`src/sv/quad_and_line_vertex_generator_macros.svh`:
```
// assertion macros for the quad and line vertex generator
// used by the modules that carry concurrent checks, expects clk_i and rst_ni in scope
`ifndef QUAD_AND_LINE_VERTEX_GENERATOR_MACROS_SVH
`define QUAD_AND_LINE_VERTEX_GENERATOR_MACROS_SVH

// property must hold at every clock edge out of reset
`define QLV_ASSERT(name, prop, msg) \
  name: assert property (@(posedge clk_i) disable iff (!rst_ni) prop) \
    else $error(msg);

// condition must never be seen out of reset
`define QLV_ASSERT_NEVER(name, cond, msg) \
  name: assert property (@(posedge clk_i) disable iff (!rst_ni) !(cond)) \
    else $error(msg);

`endif

```
`src/sv/qlvg_pkg.sv`:
```
// shared types, widths and helpers for the quad and line vertex generator
// no dependencies
package qlvg_pkg;

  // coordinate and index widths
  localparam int CW       = 24;
  localparam int IDX_W    = 32;
  localparam int TEX_W    = 16;
  localparam int COL_W    = 32;
  localparam int TYPE_W   = 2;

  // request kinds
  localparam logic [TYPE_W-1:0] REQ_QUAD  = 2'd0;
  localparam logic [TYPE_W-1:0] REQ_SKEW  = 2'd1;
  localparam logic [TYPE_W-1:0] REQ_LINE  = 2'd2;
  localparam logic [TYPE_W-1:0] REQ_CLEAR = 2'd3;

  // stream payload widths
  localparam int IN_W        = 5 * CW + COL_W + 4 * TEX_W;
  localparam int IN_TDATA_W  = ((IN_W + 7) / 8) * 8;
  localparam int OUT_W       = 2 * CW + COL_W + 2 * TEX_W + IDX_W;
  localparam int OUT_TDATA_W = ((OUT_W + 7) / 8) * 8;

  // line normal datapath
  localparam int MAG_W      = CW + 1;
  localparam int EXT_W      = 34;
  localparam int NRM_W      = 32;
  localparam int PROD_W     = 64;
  localparam int NUM_W      = CW + 33;
  localparam int REM_W      = 34;
  localparam int CNT_W      = $clog2(NUM_W + 1);
  localparam int ROOT_STEPS = 32;
  localparam int SUM_W      = CW + 3;
  localparam int NV_W       = CW + 2;

  localparam logic [TEX_W-1:0] TEX_ONE  = 16'h8000;
  localparam logic [TEX_W-1:0] TEX_ZERO = 16'h0000;

  // output sequence
  localparam int NUM_RES = 10;
  localparam int STEP_W  = 4;
  localparam logic [STEP_W-1:0] LAST_STEP = STEP_W'(NUM_RES - 1);
  localparam logic [STEP_W-1:0] NUM_VTX   = 4'd4;

  typedef struct packed {
    logic signed [CW-1:0] x;
    logic signed [CW-1:0] y;
    logic [TEX_W-1:0]     u;
    logic [TEX_W-1:0]     v;
  } vtx_t;

  // one queued primitive, or a counter clear
  typedef struct packed {
    logic             is_clear;
    logic [COL_W-1:0] color;
    vtx_t [3:0]       vtx;
  } desc_t;

  // saturate a widened sum to the coordinate range
  function automatic logic signed [CW-1:0] sat_coord(input logic signed [SUM_W-1:0] s);
    logic signed [SUM_W-1:0] hi;
    logic signed [SUM_W-1:0] lo;
    hi = {3'b000, 1'b0, {(CW-1){1'b1}}};
    lo = {3'b111, 1'b1, {(CW-1){1'b0}}};
    if (s > hi) begin
      sat_coord = {1'b0, {(CW-1){1'b1}}};
    end else if (s < lo) begin
      sat_coord = {1'b1, {(CW-1){1'b0}}};
    end else begin
      sat_coord = s[CW-1:0];
    end
  endfunction

  // index offset for the six triangle indices
  function automatic logic [1:0] idx_off(input logic [STEP_W-1:0] step);
    case (step)
      4'd5:    idx_off = 2'd1;
      4'd6:    idx_off = 2'd2;
      4'd8:    idx_off = 2'd2;
      4'd9:    idx_off = 2'd3;
      default: idx_off = 2'd0;
    endcase
  endfunction

endpackage

```
`src/sv/qlvg_queue.sv`:
```
// two-entry queue of primitive descriptors between front and back end
// depends on qlvg_pkg
module qlvg_queue import qlvg_pkg::*; (
  input  logic  clk_i,
  input  logic  rst_ni,
  input  logic  push_valid_i,
  output logic  push_ready_o,
  input  desc_t push_desc_i,
  output logic  pop_valid_o,
  input  logic  pop_ready_i,
  output desc_t pop_desc_o
);

  localparam int Q_DEPTH = 2;
  localparam int PTR_W   = $clog2(Q_DEPTH);

  desc_t               mem_q [Q_DEPTH];
  logic [PTR_W-1:0]    wr_q, rd_q;
  logic [PTR_W:0]      cnt_q;
  logic                do_push, do_pop;

  assign push_ready_o = (cnt_q != (PTR_W+1)'(Q_DEPTH));
  assign pop_valid_o  = (cnt_q != '0);
  assign do_push      = push_valid_i && push_ready_o;
  assign do_pop       = pop_valid_o && pop_ready_i;
  assign pop_desc_o   = mem_q[rd_q];

  // pointers and fill level
  always_ff @(posedge clk_i or negedge rst_ni) begin
    if (!rst_ni) begin
      wr_q  <= '0;
      rd_q  <= '0;
      cnt_q <= '0;
    end else begin
      if (do_push) wr_q <= wr_q + 1'b1;
      if (do_pop)  rd_q <= rd_q + 1'b1;
      if (do_push && !do_pop) begin
        cnt_q <= cnt_q + 1'b1;
      end else if (do_pop && !do_push) begin
        cnt_q <= cnt_q - 1'b1;
      end
    end
  end

  // entry storage
  always_ff @(posedge clk_i) begin
    if (do_push) mem_q[wr_q] <= push_desc_i;
  end

endmodule

```
`config.mk`:
```
export PLATFORM = sky130hd
export DESIGN_NAME = qlvg_queue
export DESIGN_NICKNAME = d
export VERILOG_FILES = /design/src/sv/quad_and_line_vertex_generator_macros.svh /design/src/sv/qlvg_pkg.sv /design/src/sv/qlvg_queue.sv
export SDC_FILE = /design/constraint.sdc
export NUM_CORES = 1
export LEC_CHECK = 0
export BUFFER_PORTS_ARGS = -buffer_cell sky130_fd_sc_hd__buf_2
export CAP_MARGIN = 20
export CELL_PAD_IN_SITES_DETAIL_PLACEMENT = 1
export CELL_PAD_IN_SITES_GLOBAL_PLACEMENT = 2
export CORE_MARGIN = 5
export CORE_UTILIZATION = 36
export DETAILED_ROUTE_END_ITERATION = 8
export MAX_ROUTING_LAYER = met4
export PLACE_DENSITY_LB_ADDON = 0.1
export REMOVE_ABC_BUFFERS = 1
export SLEW_MARGIN = 5
export SYNTH_ARGS = -nofsm -noshare
export SYNTH_HDL_FRONTEND = slang
export SYNTH_SLANG_ARGS = --single-unit
```
`constraint.sdc`:
```
create_clock -name clk_i -period 22 [get_ports clk_i]
set_clock_uncertainty 0.1 [all_clocks]
set_input_delay 0 -clock clk_i [delete_from_list [all_inputs] [get_ports clk_i]]
set_output_delay 0 -clock clk_i [all_outputs]
set_load 0.01 [all_outputs]
```
=== Word-level counts from Yosys, hierarchy flattened ===
Memory sizes are Yosys's and may differ from the RTL's.
Cells that the tools add are included.

* Flip-flop bits (word level): 4
* RAM bits: 706
* Bits of input ports: 357
* Output and inout port bits: 355
* Logic and storage cells: 21
* Memories: 1

* $add $sub $neg: 4
* Equal/unequal tests: 1
* Multiplexer cells: 4
* Reductions and logical operators: 8

{| class="wikitable"
|+ Memories
! name !! words !! bits a word !! read ports !! clocked after memory_dff !! write ports !! line !! RTL
|-
| mem_q || 2 || 353 || 1 || 0 || 1 || qlvg_queue.sv:17 || <nowiki>desc_t mem_q [Q_DEPTH];</nowiki>
|}

{| class="wikitable"
|+ Operators with widths
! operator !! number
|-
| logical AND 1 bit || 4
|-
| two-way mux 2 bit || 2
|-
| nonzero test 2 bit || 2
|-
| adder 1 bit (second input constant) || 2
|-
| adder 2 x 1 -> 2 bit (second input constant) || 1
|-
| zero test 1 bit || 2
|-
| two-way mux 1 bit || 2
|-
| inequality test 2 bit (second input constant) || 1
|-
| subtractor 2 x 1 -> 2 bit (second input constant) || 1
|}

=== Longest topological paths before layout ===
* Word-level depth: 6
* Mapped depth: 7
* Depth with buffers taken out: 7

=== Least setup slack after synthesis ===
OpenSTA, ideal clock, no wires.

* Path type: reg2reg
* From: reg cnt_q[0]
* To: mem mem_q[0][0] in the netlist's numbering (enable)
* Library setup time: 1.075 ns
* Arrival time: 15.308 ns
* Required time: 20.825 ns
* Slack: 5.517 ns
* Cell stages (with the launch flop): 4
* Buffers on the path: 0
* Period minus slack after synthesis: 16.483 ns
* Path through: dfrtp_1 > nand2b_1 > nand2_1 > nor2_1

* Cells in the longest elaborated chain, start to end: 4

{| class="wikitable"
|+ RTL lines
! element !! line !! RTL
|-
| start: declaration || qlvg_queue.sv:19 || <nowiki>logic [PTR_W:0] cnt_q;</nowiki>
|-
| start signal: assignment || qlvg_queue.sv:38 || <nowiki>cnt_q <= cnt_q + 1'b1;</nowiki>
|-
| start signal: assignment || qlvg_queue.sv:40 || <nowiki>cnt_q <= cnt_q - 1'b1;</nowiki>
|-
| inequality test 2 bit || qlvg_queue.sv:22 || <nowiki>assign push_ready_o = (cnt_q != (PTR_W+1)'(Q_DEPTH));</nowiki>
|-
| named net push_ready_o || qlvg_queue.sv:7 || <nowiki>output logic push_ready_o,</nowiki>
|-
| logical AND 1 bit || qlvg_queue.sv:24 || <nowiki>assign do_push = push_valid_i && push_ready_o;</nowiki>
|-
| two-way mux 1 bit || qlvg_queue.sv:47 || <nowiki>if (do_push) mem_q[wr_q] <= push_desc_i;</nowiki>
|-
| two-way mux 1 bit (implied by the code) || qlvg_queue.sv:47 ||
|-
| end: declaration || qlvg_queue.sv:17 ||
|}

The timed path passes the listed nets, and every way through them passes these cells.

==> impl_metrics.json <==
{
  "finalHoldViolCount": 0,
  "crit_start": "rd_q",
  "synth-seq-cells": 710,
  "clk_latency_ps": 590,
  "reg2reg_depth": 4,
  "cap_violations": 0,
  "finalInstanceArea_um2": 37410,
  "path_common_cell": "buf_4",
  "via_per_inst": 4.557,
  "synth_cells": 1116,
  "crit_fanout": 76,
  "drc": 0,
  "wl_per_cell_um": 22.53,
  "gp_congestion": 0.8213,
  "synth.distinct_cells": 15,
  "path_cells": "buf_4, buf_4, mux2_2, buf_2",
  "outcome": "finished, final reports clean",
  "finalSetupViolCount": 0,
  "fin_crit_ps": 4154,
  "whs_path_depth": 2,
  "cp_data_arrival_time_ps": 4050,
  "drive_gt1_share_pct": 49.04,
  "worst_setup_path_end_kind": "output pin",
  "reg2reg_to": "mem_q[1][95]",
  "cpMaxStageDelayCell": "dfrtp_4",
  "io_pins": 712,
  "endpoint": "pop_desc_o[213]",
  "rsz0062_at_grt": "false",
  "drv_slew": 0,
  "syn_avg_cell_area_um2": 23.15,
  "clkTransAtPathRegs_ps": 60,
  "syn_to_final_growth_pct": 44.82,
  "final_core_util_pct": 52.43,
  "cts_num_sinks": 710,
  "cts_max_level": 3,
  "r2r_start": "cnt_q[0]",
  "timing.fmax_ghz": 0.2407,
  "max_stage_delay_ps": 1140,
  "routed_wl_um": 75620,
  "io_buffers": 711,
  "die_h_um": 277.9,
  "holdWs_ps": 33.87,
  "drt_first_pass_iters": 5,
  "antenna_found_initial": 16,
  "worst-setup-path-type": "reg -> out",
  "cts_buffers": 77,
  "cts_tree": "built",
  "grt_pass1_vias": 17140,
  "grt_first_pass_wirelength_um": 108900,
  "fin_setup_tns_ps": 0,
  "yosysSeqAreaShare_pct": 82.45,
  "drt.antenna.violating_nets": 0,
  "layout_worst_path_cycle_share_pct": 18.88,
  "dp_hpwl_um": 51050,
  "grt_overflow_total": 0,
  "layout.nets": 2688,
  "worst_pin_slew_ps": 1139,
  "powerDensity_nw_per_um2": 122.4,
  "yosys_warnings": 0,
  "start_kind": "register",
  "ff2ff_setup_slack_ps": 18190,
  "fp.dieArea_um2": 77220,
  "cts_root_buf": "clkbuf_16",
  "core.rowCount": 98,
  "drtIter0Drc": 878,
  "worstPathRequired_ps": 21900,
  "syn_area_um2": 25830,
  "vias": 15300,
  "grt_start_max_net_pins": 170,
  "place_area_um2": 30470,
  "power_uw": 4578,
  "leakagePower_uw": 0.01418,
  "clk_path_buf_depth": 3,
  "initial_core_util_pct": 36.20,
  "core_area_um2": 71360,
  "cts_setup_buffers": 0,
  "grt_use_total_pct": 19.35,
  "hp-class": "in -> reg",
  "slew_headroom_pct": 24.05,
  "ir_drop_v": 0.00009234,
  "die_x_um": 277.9
}
## registers in the layout, summed over array words and instances (netlist names)
| register | count |
|---|---|
| mem_q | 706 |
| cnt_q | 2 |
| wr_q | 1 |
| rd_q | 1 |
## cell type report
type                       instances  area (um2)
antenna                           19       47.55
clock buffer                     108        2127
clock inverter                    29       234.0
fill                            6849       33950
inverter                           1       3.754
multi-input combinational        366        4303
sequential                       710       21300
tap                              950        1189
timing repair buffer            1174        8205
## layer usage
metal,part of all wire [%],GRT usage (%),vias to the layer above,routed length (um)
met5,0,-,-,0
li1,-,-,6946,-
met1,36,20.86,7680,27520
met2,53,34.15,522,39910
met4,3.8,6.809,0,2845
met3,7.1,5.605,150,5345
## cell usage after synthesis, drive strengths merged
master / n / area (um2)
dfrtp: 4 / 100.1
and3: 1 / 6.260
or2: 1 / 6.260
inv: 1 / 3.750
mux2: 353 / 4200
buf: 39 / 239.0
nand2b: 1 / 6.260
xnor2: 3 / 26.28
nor2: 2 / 7.510
nand2: 2 / 7.510
xor2: 2 / 17.52
edfxtp: 706 / 21200
ha: 1 / 12.51
## cells by family (layout without fill, tap and decap cells)
| family | Yosys count | in the layout | synth area share (%) |
|---|---|---|---|
| flip-flops | 710 | 710 | 82.45 |
| multiplexers | 353 | 353 | 16.26 |
| buffers and inverters | 40 | 1312 | 0.9396 |
| AND/OR/NAND/NOR | 7 | 7 | 0.1308 |
| XOR/XNOR | 5 | 5 | 0.1695 |
| adder cells (fa/ha/maj) | 1 | 1 | 0.04843 |
| other | 0 | 19 | 0 |
## critical path: cells and delay by family, from the launching register on
kind | cells | cell delay (ps)
buffers and inverters | 3 | 1750
DFF | 1 | 1140
muxes | 1 | 420
## placed cells by master (no fill, tap or decap), types with 2 or more instances in the layout
cell type and instances:
mux2_2 293, clkbuf_16 80, mux2_4 60, clkinv_8 3, diode_2 19, dfrtp_1 3
dlygate4sd3_1 453, edfxtp_1 706, clkinv_1 18, bufinv_16 3, xor2_1 2, xnor2_1 3
buf_2 711, buf_4 7, buf_12 3, clkbuf_8 2, clkbuf_1 26, nand2_1 2
clkinv_2 4
## metrics by stage
step           worst slack, ps  cells
2_1_floorplan             5517   1077
4_1_cts                  17740   3336
3_3_place_gp             18190   2748
3_5_place_dp             18120   2748
5_1_grt                  17610   3355
6_report                 17850   3357
## how the worst min path moves through the flow
| stage | start | to | slack (ps) |
|---|---|---|---|
| 5_1_grt | push_desc_i[209] | mem_q[0][209] | 4 |
| 3_3_place_gp | rst_ni | rd_q | -290 |
| 4_1_cts | push_desc_i[164] | mem_q[1][164] | 0.4 |
| 2_1_floorplan | rst_ni | cnt_q[0] | -400 |
| 3_5_place_dp | rst_ni | wr_q | -280 |
| 6_report | push_desc_i[209] | mem_q[0][209] | 30 |
## power by group
| part | switching (uW) | internal (uW) |
|---|---|---|
| registers | 95.6 | 1850 |
| clock network | 502 | 708 |
| logic | 790 | 628 |
| total | 1390 | 3190 |
## what timing repair did
| item | in CTS | in global routing |
|---|---|---|
| resized for setup | 0 | 0 |
| endpoints found under the hold margin | 719 | 2 |
| hold buffers | 451 | 2 |
No activity file was read; power rests on OpenSTA's default activity.
