==> src/sv/quad_and_line_vertex_generator_macros.svh <==
// assertion macros for the quad and line vertex generator
// used by the modules that carry concurrent checks, expects clk_i and rst_ni in scope
`ifndef QUAD_AND_LINE_VERTEX_GENERATOR_MACROS_SVH
`define QUAD_AND_LINE_VERTEX_GENERATOR_MACROS_SVH

// property must hold at every clock edge out of reset
`define QLV_ASSERT(name, prop, msg) \
  name: assert property (@(posedge clk_i) disable iff (!rst_ni) prop) \
    else $error(msg);

// condition must never be seen out of reset
`define QLV_ASSERT_NEVER(name, cond, msg) \
  name: assert property (@(posedge clk_i) disable iff (!rst_ni) !(cond)) \
    else $error(msg);

`endif

==> src/sv/qlvg_pkg.sv <==
// shared types, widths and helpers for the quad and line vertex generator
// no dependencies
package qlvg_pkg;

  // coordinate and index widths
  localparam int CW       = 24;
  localparam int IDX_W    = 32;
  localparam int TEX_W    = 16;
  localparam int COL_W    = 32;
  localparam int TYPE_W   = 2;

  // request kinds
  localparam logic [TYPE_W-1:0] REQ_QUAD  = 2'd0;
  localparam logic [TYPE_W-1:0] REQ_SKEW  = 2'd1;
  localparam logic [TYPE_W-1:0] REQ_LINE  = 2'd2;
  localparam logic [TYPE_W-1:0] REQ_CLEAR = 2'd3;

  // stream payload widths
  localparam int IN_W        = 5 * CW + COL_W + 4 * TEX_W;
  localparam int IN_TDATA_W  = ((IN_W + 7) / 8) * 8;
  localparam int OUT_W       = 2 * CW + COL_W + 2 * TEX_W + IDX_W;
  localparam int OUT_TDATA_W = ((OUT_W + 7) / 8) * 8;

  // line normal datapath
  localparam int MAG_W      = CW + 1;
  localparam int EXT_W      = 34;
  localparam int NRM_W      = 32;
  localparam int PROD_W     = 64;
  localparam int NUM_W      = CW + 33;
  localparam int REM_W      = 34;
  localparam int CNT_W      = $clog2(NUM_W + 1);
  localparam int ROOT_STEPS = 32;
  localparam int SUM_W      = CW + 3;
  localparam int NV_W       = CW + 2;

  localparam logic [TEX_W-1:0] TEX_ONE  = 16'h8000;
  localparam logic [TEX_W-1:0] TEX_ZERO = 16'h0000;

  // output sequence
  localparam int NUM_RES = 10;
  localparam int STEP_W  = 4;
  localparam logic [STEP_W-1:0] LAST_STEP = STEP_W'(NUM_RES - 1);
  localparam logic [STEP_W-1:0] NUM_VTX   = 4'd4;

  typedef struct packed {
    logic signed [CW-1:0] x;
    logic signed [CW-1:0] y;
    logic [TEX_W-1:0]     u;
    logic [TEX_W-1:0]     v;
  } vtx_t;

  // one queued primitive, or a counter clear
  typedef struct packed {
    logic             is_clear;
    logic [COL_W-1:0] color;
    vtx_t [3:0]       vtx;
  } desc_t;

  // saturate a widened sum to the coordinate range
  function automatic logic signed [CW-1:0] sat_coord(input logic signed [SUM_W-1:0] s);
    logic signed [SUM_W-1:0] hi;
    logic signed [SUM_W-1:0] lo;
    hi = {3'b000, 1'b0, {(CW-1){1'b1}}};
    lo = {3'b111, 1'b1, {(CW-1){1'b0}}};
    if (s > hi) begin
      sat_coord = {1'b0, {(CW-1){1'b1}}};
    end else if (s < lo) begin
      sat_coord = {1'b1, {(CW-1){1'b0}}};
    end else begin
      sat_coord = s[CW-1:0];
    end
  endfunction

  // index offset for the six triangle indices
  function automatic logic [1:0] idx_off(input logic [STEP_W-1:0] step);
    case (step)
      4'd5:    idx_off = 2'd1;
      4'd6:    idx_off = 2'd2;
      4'd8:    idx_off = 2'd2;
      4'd9:    idx_off = 2'd3;
      default: idx_off = 2'd0;
    endcase
  endfunction

endpackage

==> src/sv/qlvg_back.sv <==
// back end: plays out four vertices and six indices per primitive and
// keeps the running vertex counter; depends on qlvg_pkg and the macro header
`include "quad_and_line_vertex_generator_macros.svh"
module qlvg_back import qlvg_pkg::*; (
  input  logic                   clk_i,
  input  logic                   rst_ni,
  input  logic                   desc_valid_i,
  output logic                   desc_ready_o,
  input  desc_t                  desc_i,
  output logic                   out_valid_o,
  input  logic                   out_ready_i,
  output logic [OUT_TDATA_W-1:0] out_data_o,
  output logic                   out_index_o,
  output logic                   out_last_o
);

  desc_t             desc_q;
  logic              busy_q;
  logic [STEP_W-1:0] step_q;
  logic [IDX_W-1:0]  cnt_q, cnt_d;
  logic              fire, done, pop;

  assign fire         = busy_q && out_ready_i;
  assign done         = fire && (step_q == LAST_STEP);
  assign desc_ready_o = !busy_q || done;
  assign pop          = desc_valid_i && desc_ready_o;

  // counter: advance at the end of a primitive, clear wins
  always_comb begin
    cnt_d = cnt_q;
    if (done) cnt_d = cnt_q + IDX_W'(4);
    if (pop && desc_i.is_clear) cnt_d = '0;
  end

  always_ff @(posedge clk_i or negedge rst_ni) begin
    if (!rst_ni) begin
      busy_q <= 1'b0;
      step_q <= '0;
      cnt_q  <= '0;
    end else begin
      cnt_q <= cnt_d;
      if (fire) step_q <= step_q + 1'b1;
      if (done) busy_q <= 1'b0;
      if (pop && !desc_i.is_clear) begin
        busy_q <= 1'b1;
        step_q <= '0;
      end
    end
  end

  always_ff @(posedge clk_i) begin
    if (pop && !desc_i.is_clear) desc_q <= desc_i;
  end

  // result selection
  vtx_t             cur;
  logic             is_idx;
  logic [IDX_W-1:0] idx_val;
  assign is_idx  = (step_q >= NUM_VTX);
  assign cur     = desc_q.vtx[step_q[1:0]];
  assign idx_val = cnt_q + IDX_W'(idx_off(step_q));

  always_comb begin
    out_data_o = '0;
    if (is_idx) begin
      out_data_o[2*CW+COL_W+2*TEX_W +: IDX_W] = idx_val;
    end else begin
      out_data_o[0 +: CW]                 = cur.x;
      out_data_o[CW +: CW]                = cur.y;
      out_data_o[2*CW +: COL_W]           = desc_q.color;
      out_data_o[2*CW+COL_W +: TEX_W]     = cur.u;
      out_data_o[2*CW+COL_W+TEX_W +: TEX_W] = cur.v;
    end
  end

  assign out_valid_o = busy_q;
  assign out_index_o = is_idx;
  assign out_last_o  = (step_q == LAST_STEP);

  // checks
  `QLV_ASSERT(a_last_is_index, out_valid_o && out_last_o |-> out_index_o, "last on a vertex")
  `QLV_ASSERT(a_count_adv, done |=> (cnt_q == $past(cnt_q) + IDX_W'(4)) || (cnt_q == '0), "bad count")
  `QLV_ASSERT_NEVER(a_no_clear_held, busy_q && desc_q.is_clear, "clear held as primitive")

endmodule

==> config.mk <==
export PLATFORM = sky130hd
export DESIGN_NAME = qlvg_back
export DESIGN_NICKNAME = d
export VERILOG_FILES = /design/src/sv/qlvg_pkg.sv /design/src/sv/qlvg_back.sv
export VERILOG_INCLUDE_DIRS = /design/src /design/src/sv
export SDC_FILE = /design/constraint.sdc
export NUM_CORES = 1
export LEC_CHECK = 0
export BUFFER_PORTS_ARGS = -buffer_cell sky130_fd_sc_hd__buf_2
export CAP_MARGIN = 0
export CORE_ASPECT_RATIO = 0.6
export CORE_UTILIZATION = 45
export DETAILED_ROUTE_END_ITERATION = 7
export PLACE_DENSITY = 0.7
export SYNTH_ARGS = -nofsm -noshare
export SYNTH_HDL_FRONTEND = slang
export SYNTH_SLANG_ARGS = --single-unit
export TNS_END_PERCENT = 1
==> constraint.sdc <==
create_clock -name clk_i -period 33.3 [get_ports clk_i]
set_input_delay 3.33 -clock clk_i [delete_from_list [all_inputs] [get_ports clk_i]]
set_output_delay 3.33 -clock clk_i [all_outputs]
set_load 0.01 [all_outputs]
# Word level (Yosys, flattened, before mapping)
# Cells that the tools add are included.
[op_classes] add_sub_neg=3 n_mul=0 n_div=0 n_lt_le_gt_ge=2 eq_ne=4 n_shift=0 mux=11 n_bitwise=0 reduce_logical=12
[op_table] op="80-bit binary-select mux with 2-bit select" count=1
[op_table] op="112-bit two-way mux" count=1
[op_table] op="32-bit two-way mux" count=3
[op_table] op="80-bit two-way mux" count=1
[op_table] op="32-bit by 2-bit adder with 32-bit output" count=1
[op_table] op="32-bit by 3-bit adder with 32-bit output, second input constant" count=1
[op_table] op="4-bit by 3-bit == test with 1-bit output, second input constant" count=2
[op_table] op="4-bit == test, second input constant" count=2
[op_table] op="4-bit two-way mux" count=2
[op_table] op="2-bit one-hot mux with 3 select lines" count=1
[op_table] op="2-bit nonzero test" count=3
[op_table] op="1-bit logical AND" count=5
[op_table] op="4-bit by 1-bit adder with 4-bit output, second input constant" count=1
[op_table] op="4-bit by 3-bit greater-or-equal comparator with 1-bit output, second input constant" count=1
[op_table] op="2-bit by 3-bit less-than comparator with 1-bit output, second input constant" count=1
[op_table] op="1-bit zero test" count=2
[op_table] op="1-bit two-way mux" count=2
[op_table] op="2-bit OR reduction" count=1
[op_table] op="1-bit logical OR" count=1
[word_totals] register_bits=389 latch_bits=0 mem_bits_rw=0 rom_bits=0 out_inout_bits=148 word_cells=52 memories=0

# Depth between registers and ports, before layout
[depth] word_depth=6 depth_mapped=12

# Worst setup path after synthesis
# Ideal clock, no wire load.
[synth_timing] path_kind="input port to flip-flop" startpoint="input out_ready_i" endpoint="register desc_q[0] (netlist name), enable pin" arrival_time_ps=13386 required_ps=32447 path_slack_ps=19062 cell_stages=4 n_path_buf=1 path_cell_list="nand4b_1 nand2_1 and3b_1 clkbuf_1"
[synth_via] elab_chain_cells=5
[synth_rtl] item="start: declaration" line="qlvg_back.sv:11" text="input logic out_ready_i,"
[synth_rtl] item="1-bit logical AND" line="qlvg_back.sv:23" text="assign fire = busy_q && out_ready_i;"
[synth_rtl] item="1-bit logical AND" line="qlvg_back.sv:24" text="assign done = fire && (step_q == LAST_STEP);"
[synth_rtl] item="1-bit logical OR" line="qlvg_back.sv:25" text="assign desc_ready_o = !busy_q || done;"
[synth_rtl] item="named net desc_ready_o" line="qlvg_back.sv:8" text="output logic desc_ready_o,"
[synth_rtl] item="1-bit logical AND" line="qlvg_back.sv:26" text="assign pop = desc_valid_i && desc_ready_o;"
[synth_rtl] item="1-bit logical AND" line="qlvg_back.sv:52" text="if (pop && !desc_i.is_clear) desc_q <= desc_i;"
[synth_rtl] item="end signal: assignment" line="qlvg_back.sv:52"
[synth_rtl] item="end: declaration" line="qlvg_back.sv:17" text="desc_t desc_q;"
# The timed path passes the listed nets, and every way through them passes these cells.
# A chain may end at the register's enable or synchronous reset.

# Final worst setup path
[layout_timing] startpoint="input out_ready_i" endpoint="output desc_ready_o"
[layout_via] elab_chain_cells=3
[layout_rtl] item="1-bit logical AND" line="qlvg_back.sv:23"
[layout_rtl] item="1-bit logical AND" line="qlvg_back.sv:24"
[layout_rtl] item="1-bit logical OR" line="qlvg_back.sv:25"
[layout_rtl] item="end: declaration" line="qlvg_back.sv:8"
# Every way passes these cells.

==> summary.md <==
| Metric | Value |
|---|---|
| Pleak | 7.63 nW |
| Clock Sink Count | 387 |
| Critical path class | in2out |
| Final clock period utilization by the worst path | 21.8% |
| Total of warnings raised by yosys | 0 |
| Worst hold-check path type | reg2reg |
| Synth Net Count | 1228 |
| Element type at the critical path end | output port |
| Post-Place Worst Slack | 25680 ps |
| CP Data Arrival Time | 3920 ps |
| Library cell with the largest summed area after synthesis | sky130_fd_sc_hd__edfxtp_1 |
| Vias in the first global route | 9685 |
| Maximum Capacitance Violations | 0 |
| Total negative setup slack | 0 ps |
| Placed instance count | 1788 |
| Total number of H-tree levels | 2 |
| Layout overhead on the synthesized area | 26.7% |
| Post-route clock skew | 15.4 ps |
| Clock tree from TritonCTS | done |
| Die Outline Area | 0.0355 mm² |
| Peak supply drop | 0.0000517 V |
| Cells taking the most area after synthesis | sky130_fd_sc_hd__edfxtp_1 (68%), sky130_fd_sc_hd__mux4_2 (12%), sky130_fd_sc_hd__dfrtp_1 (5.6%) |
| Unrepaired setup endpoints after global routing | no |
| Detailed-placement wirelength estimate | 27400 µm |
| Remaining Overflow, GRT | 0 |
| Fin worst setup slack | 26050 ps |
| Worst Path Required | 29970 ps |
| Pin slew with the least headroom to its limit | 1170 ps |
| Port bufs | 504 |
| Total routed wirelength | 38800 µm |
| Initial antenna violation count | 26 |
| Number of nets in the layout | 1731 |
| Mean instance size in the synthesized netlist | 18.1 µm² |
| Clock-pin slew reported for the worst setup and hold paths after clock tree synthesis | 60 ps |
| Clock Root Buffer | sky130_fd_sc_hd__clkbuf_16 |
| Fin. max-slew vios | 0 |
| Synth Instances | 865 |
| Row count | 52 |
| Core region area | 0.0339 mm² |
| Setup-failing EPs final | 0 |
| Remaining DRCs | 0 |
| Routed vias | 9680 |
| Count of distinct cell types in the synthesized netlist | 37 |
| Post-synthesis cell area | 0.0156 mm² |
| Result of the run | finished, final reports clean |
| Final RePlAce weighted congestion | 0.872 |
| Cell area power density | 74.1 mW/mm² |
| Num CTS Buffers | 37 |
| Hold bufs inserted after CTS | 0 |
| Non-filler cells in the finished layout | 1870 |
| Util after Layout | 58.4% |
| Register bit count reported by yosys | 387 |
| Width of the die | 242 µm |
| Sequential-to-total area share from yosys stat | 73.3% |
| Top_reg_cell synth | sky130_fd_sc_hd__edfxtp_1 |
| Maximum clock insertion buffer count | 3 |
| Number of failing hold endpoints at the final stage | 0 |
| Residual antenna-violating net count after detailed routing | 0 |
| Initial cell density of the core | 46.1% |
| Share of final-layout standard cells stronger than drive strength 1 | 46.8% |
| Initial detailed-routing violation count | 658 |
| Maximum number of pins on one net before global-route repair | 86 |
| Number of top-level design ports | 505 |
| Global-route wire length before repair | 57800 µm |
| Largest fanout on the critical path | 5 |
| Post-detailed-route via-to-cell ratio | 5.18 |
| Timing-limited maximum frequency | 0.138 GHz |
| Drt first pass iters | 4 |
| Global router's overall resource usage | 21.8% |
| Area share of the leading cell type in the synthesized netlist | 67.7% |
| Post-synth EDFFs | 352 |
| Critical path startpoint category | primary input |
| Number of instances resized during post-cts repair | 0 |
| Crit path time final | 7250 ps |
| Final routed wire length divided by cell count | 20.8 µm |
| Headroom to the max-slew limit | 22.1% |
| Post-CTS setup-driven buffer insertion count | 0 |
| Height of the chip | 146 µm |
| FFs w/ async S/R, synth | 9.04% |
| Clk_lat worst skew | 530 ps |
-- where the power goes --
group / switching [W] / leakage [nW] / internal [W] / total (W)
Sequential: 0.0000396 / 3.67 / 0.000582 / 0.000622
Combinational: 0.000225 / 3.37 / 0.000207 / 0.000432
Clock: 0.000179 / 0.582 / 0.000233 / 0.000412
Total: 0.000443 / 7.63 / 0.00102 / 0.00147
-- cells in the mapped netlist (all sizes together) (2+ instances only) --
master  instances
nor3            4
and3            4
xnor2           9
o21ai          15
inv             7
ha              6
nand2          26
or3            13
a21oi          35
nor2           16
nand3          12
mux4           80
dfrtp          35
and4            5
nor4            2
edfxtp        352
buf            13
o41ai           2
xor2            5
and2          132
clkbuf         35
nand3b          2
or4            20
nand4          11
o31ai          17
-- through the flow --
| step | total power (W) | hold WS, ps | cell area [µm²] |
|---|---|---|---|
| after floorplan | 0.000920 | 513 | 15600 |
| after global placement | 0.00107 | 532 | 18600 |
| after detailed placement | 0.00107 | 542 | 18600 |
| after CTS | 0.00148 | 549 | 19800 |
| after global routing | 0.00154 | 580 | 19800 |
| final | 0.00147 | 548 | 19800 |
-- kinds of logic after synthesis --
family,share of synthesized area (%)
DFF,73.3
and+or+nand+nor,9.65
muxes,11.5
AOI/OAI and AO/OA,2.69
buffers and inverters,1.52
xor gates and xnor gates,0.785
adders and majority gates,0.481
other,0.0240
-- final cells by class --
cell class                 count  area (µm²)
clock buffer                  47        1020
inverter                       7        26.3
antenna                       14        35.0
fill                        2653       14100
tap                          459         574
sequential                   387       11500
clock inverter                21         158
timing repair buffer         512        2580
multi-input combinational    423        3940
-- sequential cells by signal, summed over array words and instances (netlist names) --
name and cells:
desc_q 352, cnt_q 30, step_q 4, out_valid_o 1
-- cell usage in the layout (no fill, tap or decap), drive strengths merged, types with 6 or more instances in the layout --
cell type | netlist | routed
buf | 13 | 512
edfxtp | 352 | 352
and2 | 132 | 132
mux4 | 80 | 80
clkbuf | 35 | 47
a21oi | 35 | 35
dfrtp | 35 | 35
nand2 | 26 | 26
or4 | 20 | 20
o31ai | 17 | 17
nor2 | 16 | 16
clkinv | 0 | 16
o21ai | 15 | 15
diode | 0 | 14
or3 | 13 | 13
nand3 | 12 | 12
nand4 | 11 | 11
xnor2 | 9 | 9
inv | 7 | 9
ha | 6 | 6
-- final timing paths --
| check | slack, ps | start | cells after the start | endpoint |
|---|---|---|---|---|
| worst max register to register | 27750 | step_q[0] | 7 | desc_q[2] |
| worst min-delay path | 550 | cnt_q[31] | 2 | cnt_q[31] |
| min in group asynchronous | 2900 | rst_ni | 1 | cnt_q[23] |
| worst max-delay path | 26050 | out_ready_i | 4 | desc_ready_o |
| max in group asynchronous | 29790 | rst_ni | 1 | step_q[0] |
| worst min register to register | 550 | cnt_q[31] | 2 | cnt_q[31] |
-- layer usage --
layer / routed length [µm] / track usage, % / vias up
met3: 3140 / 6.62 / 90
li1: - / - / 4440
met5: 83 / 0 / -
met4: 1210 / 8.61 / 14
met2: 18800 / 34.4 / 372
met1: 15600 / 28.4 / 4764
-- worst max-delay path, cell delays in order --
cell	delay (ps)
sky130_fd_sc_hd__buf_2	120
sky130_fd_sc_hd__nand4b_1	170
sky130_fd_sc_hd__nand2_1	160
sky130_fd_sc_hd__buf_2	140
Power figures use the tool's default switching activity.
